**config.mk**
```make
export PLATFORM = sky130hd
export DESIGN_NAME = tpo_diff
export DESIGN_NICKNAME = d
export VERILOG_FILES = /design/src/hw/rtl/tpo_pkg.sv /design/src/hw/rtl/tpo_diff.sv
export SDC_FILE = /design/constraint.sdc
export NUM_CORES = 2
export LEC_CHECK = 0
export ABC_AREA = 0
export BUFFER_PORTS_ARGS = -buffer_cell sky130_fd_sc_hd__buf_2
export CORE_ASPECT_RATIO = 0.7
export CORE_MARGIN = 3
export CORE_UTILIZATION = 40
export CTS_BUF_LIST = sky130_fd_sc_hd__clkbuf_16
export DETAILED_ROUTE_END_ITERATION = 12
export HOLD_SLACK_MARGIN = 0.05
export RECOVER_POWER = 50
export SYNTH_ARGS = -nofsm -noshare
export SYNTH_HDL_FRONTEND = slang
export SYNTH_SLANG_ARGS = --single-unit
```
**constraint.sdc**
```tcl
create_clock -name clock -period 4.1 [get_ports clock]
set_clock_uncertainty 0.2 [all_clocks]
set_input_delay 0.82 -clock clock [delete_from_list [all_inputs] [get_ports clock]]
set_output_delay 0.82 -clock clock [all_outputs]
set_load 0.005 [all_outputs]
```
**src/hw/rtl/tpo_pkg.sv**
```systemverilog
// tpo_pkg: shared types and constants of the triangle pair overlap test.
// Used by every module under hw/rtl; depends on nothing.
package tpo_pkg;

   localparam int COORD_BITS_DEFAULT = 16;
   localparam int WORD_BITS          = 32;
   localparam int VERTICES           = 6;
   localparam int EDGES              = 6;
   localparam int ORIENTS            = 18;
   localparam int LATENCY            = 5;

   typedef struct packed {
      logic valid;
      logic point_mode;
   } ctl_type;

   typedef struct packed {
      logic zero;
      logic neg;
   } orient_type;

   function automatic int next3(input int i);
      return (i == 2) ? 0 : i + 1;
   endfunction

endpackage

```
**src/hw/rtl/tpo_diff.sv**
```systemverilog
// tpo_diff: request register, coordinate unpack, edge and offset vectors, box tests.
// Depends on tpo_pkg.
module tpo_diff #(
   parameter int COORD_BITS = tpo_pkg::COORD_BITS_DEFAULT
) (
   input  logic                                                  clock,
   input  logic                                                  reset,
   input  tpo_pkg::ctl_type                                      ctl_i,
   input  logic [tpo_pkg::VERTICES-1:0][tpo_pkg::WORD_BITS-1:0]  vertex_i,
   output tpo_pkg::ctl_type                                      ctl_o,
   output logic [tpo_pkg::EDGES-1:0][COORD_BITS:0]               ex_o,
   output logic [tpo_pkg::EDGES-1:0][COORD_BITS:0]               ey_o,
   output logic [tpo_pkg::ORIENTS-1:0][COORD_BITS:0]             wx_o,
   output logic [tpo_pkg::ORIENTS-1:0][COORD_BITS:0]             wy_o,
   output logic [tpo_pkg::ORIENTS-1:0]                           box_o
);
   localparam int DW = COORD_BITS + 1;
   localparam int XW = (2 * COORD_BITS > tpo_pkg::WORD_BITS) ? 2 * COORD_BITS
                                                              : tpo_pkg::WORD_BITS;

   tpo_pkg::ctl_type ctl1_ff, ctl2_ff;
   logic [tpo_pkg::VERTICES-1:0][COORD_BITS-1:0] px_ff, py_ff, px_in, py_in;
   logic [tpo_pkg::EDGES-1:0][DW-1:0]   ex_ff, ey_ff, ex_in, ey_in;
   logic [tpo_pkg::ORIENTS-1:0][DW-1:0] wx_ff, wy_ff, wx_in, wy_in;
   logic [tpo_pkg::ORIENTS-1:0]         box_ff, box_in;

   always_comb begin
      logic [XW-1:0] ext;
      for (int v = 0; v < tpo_pkg::VERTICES; v++) begin
         ext      = XW'(vertex_i[v]);
         px_in[v] = ext[COORD_BITS-1:0];
         py_in[v] = ext[2*COORD_BITS-1:COORD_BITS];
      end
   end

   always_comb begin
      logic signed [COORD_BITS-1:0] xp, yp, xq, yq, xr, yr;
      logic inx, iny;
      int p, q, r, e, n;
      for (int t = 0; t < 2; t++) begin
         for (int i = 0; i < 3; i++) begin
            p = t * 3 + i;
            q = t * 3 + tpo_pkg::next3(i);
            e = p;
            xp = $signed(px_ff[p]);
            yp = $signed(py_ff[p]);
            xq = $signed(px_ff[q]);
            yq = $signed(py_ff[q]);
            ex_in[e] = DW'(xq) - DW'(xp);
            ey_in[e] = DW'(yq) - DW'(yp);
            for (int k = 0; k < 3; k++) begin
               r  = (1 - t) * 3 + k;
               n  = t * 9 + i * 3 + k;
               xr = $signed(px_ff[r]);
               yr = $signed(py_ff[r]);
               wx_in[n] = DW'(xr) - DW'(xq);
               wy_in[n] = DW'(yr) - DW'(yq);
               inx = (xr >= xp && xr <= xq) || (xr >= xq && xr <= xp);
               iny = (yr >= yp && yr <= yq) || (yr >= yq && yr <= yp);
               box_in[n] = inx && iny;
            end
         end
      end
   end

   always_ff @(posedge clock) begin
      if (reset) begin
         ctl1_ff <= '0;
         ctl2_ff <= '0;
      end else begin
         ctl1_ff <= ctl_i;
         ctl2_ff <= ctl1_ff;
      end
   end

   always_ff @(posedge clock) begin
      px_ff  <= px_in;
      py_ff  <= py_in;
      ex_ff  <= ex_in;
      ey_ff  <= ey_in;
      wx_ff  <= wx_in;
      wy_ff  <= wy_in;
      box_ff <= box_in;
   end

   assign ctl_o = ctl2_ff;
   assign ex_o  = ex_ff;
   assign ey_o  = ey_ff;
   assign wx_o  = wx_ff;
   assign wy_o  = wy_ff;
   assign box_o = box_ff;

endmodule

```
# Word level (Yosys, flattened, before mapping)

Index checks and enable logic that the tools add are counted.

ROM bits: 0
Bits in latches: 0
Flip-flop bits (word level): 1030
Word-level logic and storage cells: 311
Bits in writable memories: 0
Output and inout port bits: 836
Memories kept: 0
Input bits: 196

Eq/ne operators: 0
Mux-type cells: 0
$mul: 0
Reduce and logical (&&, ||, !) cells: 126
$add $sub $neg: 48
Divide/modulo/power cells: 0
Order comparisons: 72
Shift-type cells: 0
Bitwise logic cells: 0

Operators by type and width:

| cell              | number |
|---|---|
| $sub 16x16->17    | 48 |
| $ge 16x16->1      | 36 |
| $le 16x16->1      | 36 |
| $logic_and 1x1->1 | 90 |
| $logic_or 1x1->1  | 36 |

# Longest topological paths before layout

Word-level depth: 4
Mapped depth: 12

# Worst setup path after synthesis

No wires, ideal clock.

Path kind: register to register
From: reg px_ff[33] (netlist bit)
To: reg ex_ff (netlist bit ex_o[33])
Data arrival time: 2.832 ns
Path slack: 0.946 ns
Cell stages (with the launch flop): 11
Clock period less this slack: 3.154 ns
Cells stage by stage: dfxtp_1 inv_1 fa_1 nand2b_1 a21boi_1 o21ai_0 a2111oi_0 nor3_1 or3_1 nand3_1 o21ai_0

RTL lines:

| what                   | line           | text |
|---|---|---|
| start, declared        | tpo_diff.sv:22 | `logic [tpo_pkg::VERTICES-1:0][COORD_BITS-1:0] px_ff, py_ff, px_in, py_in;` |
| start signal, assigned | tpo_diff.sv:77 | `px_ff <= px_in;` |
| end signal, assigned   | tpo_diff.sv:79 | `ex_ff <= ex_in;` |
| end, declared          | tpo_diff.sv:23 | `logic [tpo_pkg::EDGES-1:0][DW-1:0] ex_ff, ey_ff, ex_in, ey_in;` |

# Worst setup path after layout

From: reg px_ff[14] (netlist bit)
To: reg box_ff (netlist bit box_o[9])

Longest elaborated chain between the ends: 4
Elaborated cells between the ends (all ways): 8
Classes of those cells: order compare (4); reduce/logical (4)

RTL lines:

| what                                         | line           | text |
|---|---|---|
| $ge 16x16->1 or $le 16x16->1 (tied branches) | tpo_diff.sv:58 | `inx = (xr >= xp && xr <= xq) \|\| (xr >= xq && xr <= xp);` |
| $logic_and 1x1->1                            | tpo_diff.sv:58 |  |
| $logic_or 1x1->1 (*)                         | tpo_diff.sv:58 |  |
| $logic_and 1x1->1 (*)                        | tpo_diff.sv:60 | `box_in[n] = inx && iny;` |
| net box_in, one bit                          | tpo_diff.sv:25 | `logic [tpo_pkg::ORIENTS-1:0] box_ff, box_in;` |
| end signal, assigned                         | tpo_diff.sv:83 | `box_ff <= box_in;` |
| end, declared                                | tpo_diff.sv:25 |  |

The timed path passes the listed nets; every way through them passes the cells marked *.
A chain may end at the register's enable or synchronous reset.

==> impl_metrics.env <==
export IMPL_status="complete, no violations"
export IMPL_postSynthCellCount=6232
export IMPL_path_cells="inv_1 -> ha_1 -> buf_4 -> and2_0 -> nand2_1 -> or3_1 -> nor4_1 -> buf_4 -> a31oi_1 -> a22oi_1"
export IMPL_cts_buffers=103
export IMPL_drive_gt1_share_pct=13.1
export IMPL_dieHeight_um=323
export IMPL_antenna_found_initial=12
export IMPL_synth_area_leaders="dfxtp_1, ha_1, xnor2_1"
export IMPL_syn_area_per_cell_sq_um=9.19
export IMPL_drt_wl_total_um=305000
export IMPL_dp_hpwl_um=260000
export IMPL_syn_to_final_growth_pct=23.4
export IMPL_cts_sinks=1012
export IMPL_drc=0
export IMPL_yosysMostFrequentCell="dfxtp_1"
export IMPL_ys_flop_type="dfxtp_1"
export IMPL_holdWs_ns=0.222
export IMPL_tns_ns=0
export IMPL_portBuffers=1031
export IMPL_die_width_um=458
export IMPL_placed_cells=9180
export IMPL_slowest_stage="dfxtp_1"
export IMPL_final_nets=8654
export IMPL_endpoint_kind="flop"
export IMPL_start_kind="flop"
export IMPL_period_needed_ns=4.10
export IMPL_place_congestion=1.08
export IMPL_synth_nets=7279
export IMPL_final_max_slew_violation_count=0
export IMPL_hold_class="in -> reg"
export IMPL_cp_required_ns=4.58
export IMPL_grt_setup_unrepaired="no"
export IMPL_grt_pass1_wl_um=403000
export IMPL_htree_levels=3
export IMPL_vias=54849
export IMPL_layout_setup_ws_ns=0.00399
export IMPL_crit_type="reg -> reg"
export IMPL_cts_tree="yes"
export IMPL_synth_top_cell_by_area="dfxtp_1"
export IMPL_irDropWorstVdd_mv=0.388
export IMPL_fmax_mhz=244
export IMPL_coreArea_sq_mm=0.141
export IMPL_fillers=13740
export IMPL_start_util_pct=40.5
export IMPL_p_per_area_mw_per_mm2=470
export IMPL_netlist_area_sq_mm=0.0572
export IMPL_postRouteAntennaNets=0
export IMPL_max_slew_worst_pin_slew_ns=0.995
export IMPL_drtIter0Drc=6763
export IMPL_synth_edf_count=0
export IMPL_row_count=115
export IMPL_post_place_ws_ns=0.154
export IMPL_ys_async_sr_fraction_pct=0
export IMPL_p_leak_nw=33.2
export IMPL_crit_top_cell="buf_4"
export IMPL_ys_top_cells_by_count="dfxtp_1, ha_1, a21oi_1"
export IMPL_power_mw=33.2
export IMPL_min_period_over_period_pct=99.9
export IMPL_clkTransAtPathRegs_ns=0.07
export IMPL_clockBufferDepth=3
export IMPL_cts_root_buffer="clkbuf_16"
export IMPL_wire_per_inst_um=31.9
export IMPL_ys_seq_area_share_pct=35.4
export IMPL_track_usage_pct=39.2
export IMPL_synth_top_area_share_pct=35.4
export IMPL_relSlewSlack_pct=33.6
export IMPL_drt_pass1_iterations=8
export IMPL_die_area_sq_mm=0.148
export IMPL_hold_viol=0
export IMPL_ys_warn_count=0
export IMPL_rrSetupSlack_ns=0.004
export IMPL_grt_ovfl_total=0
export IMPL_ioPinCount=1032
export IMPL_slowest_delay_ns=0.62
export IMPL_cp_top_family="simple AND/OR/NAND/NOR gates"
export IMPL_fin_cells=9575
export IMPL_insertion_delay_ns=0.77
export IMPL_via_per_inst=5.73
export IMPL_setup_violations=0
export IMPL_critPathMaxFanout=9
export IMPL_grt_max_degree=17
export IMPL_ys_ff_latch=1012
export IMPL_synth_cell_type_count=88
export IMPL_timing_critical_path_buf_inv=3
export IMPL_grt_pass1_vias=50635
export IMPL_drv_cap=0
export IMPL_worst_ep_arrival_time_ns=4.58
==> registers in the layout, indices dropped and copies added, names as in the netlist <==
signal   cells
box_o       18
ctl_o        2
ctl1_ff      2
wy_o       297
px_ff       96
py_ff       96
ex_o       102
wx_o       297
ey_o       102
==> worst paths after layout <==
kind | startpoint | end | cells past startpoint
hold reg to reg | ctl1_ff[1]$_SDFF_PP0_ | ctl_o[1]$_SDFF_PP0_ | 1
hold / removal | vertex_i[73] | px_ff[41]$_DFF_P_ | 1
setup / recovery | px_ff[14]$_DFF_P_ | box_o[9]$_DFF_P_ | 10
setup reg to reg | px_ff[14]$_DFF_P_ | box_o[9]$_DFF_P_ | 10
==> final cells by class <==
| cell class | instances | area (sq um) | share of cell area [%] |
|---|---|---|---|
| sequential | 1012 | 20300 | 28.7 |
| timing repair buffer | 1497 | 8470 | 12.0 |
| tap | 1872 | 2340 | 3.32 |
| multi-input combinational | 4560 | 34400 | 48.7 |
| clock buffer | 104 | 2600 | 3.68 |
| inverter | 433 | 1630 | 2.30 |
| antenna | 7 | 17.5 | 0.0248 |
| clock inverter | 90 | 917 | 1.30 |
==> report_power, final <==
part           total, mW  internal (mW)  switching [mW]
registers           13.1           11.7            1.43
clock network       10.2           5.47            4.69
logic               9.97           3.79            6.18
==> through the flow <==
| step | instance area (sq um) | utilization, % |
|---|---|---|
| after floorplan | 57200 | - |
| after global placement | 65800 | 46.6 |
| after detailed placement | 65800 | 46.6 |
| after CTS | 71300 | 50.5 |
| after global routing | 70600 | 50.0 |
| final | 70600 | 50.0 |
==> layer usage <==
| layer | wire length [um] | track usage (%) | vias to the layer above |
|---|---|---|---|
| met5 | 79 | 0 | - |
| met4 | 14300 | 16.3 | 10 |
| met3 | 36800 | 13.3 | 457 |
| met2 | 115000 | 51.5 | 3102 |
| met1 | 139000 | 57.5 | 26884 |
| li1 | - | - | 24396 |
==> timing repair <==
action / CTS / global route
hold endpoints to repair: 193 / 0
buffers inserted: 0 / 0
gates resized for setup: 0 / 3
hold buffers: 194 / 0
setup endpoints to repair: 0 / 7
==> cells in the final DEF (no fill, tap or decap), drive strengths merged, types with 100 or more instances in the layout <==
master	synthesis	routed
o21a	100	100
nand2	288	288
o21ai	349	349
dfxtp	1012	1012
xor2	185	185
ha	803	803
dlygate4sd3	0	194
buf	69	776
nor2	431	431
a21oi	443	443
nor3	124	124
inv	429	452
nor2b	144	144
xnor2	432	432
clkbuf	158	631
a21o	292	292
==> logic make-up (layout without fill, tap and decap cells) <==
group / after synthesis / after routing / synth area share (%)
muxes: 16 / 16 / 0.288
xor gates and xnor gates: 617 / 617 / 9.44
DFF: 1012 / 1012 / 35.4
adders and majority gates: 851 / 851 / 19.2
other: 0 / 7 / 0
AOI/OAI and AO/OA: 1701 / 1701 / 19.6
buffers and inverters: 660 / 2124 / 4.55
and+or+nand+nor: 1375 / 1375 / 11.5
(Power assumes the default switching activity.)
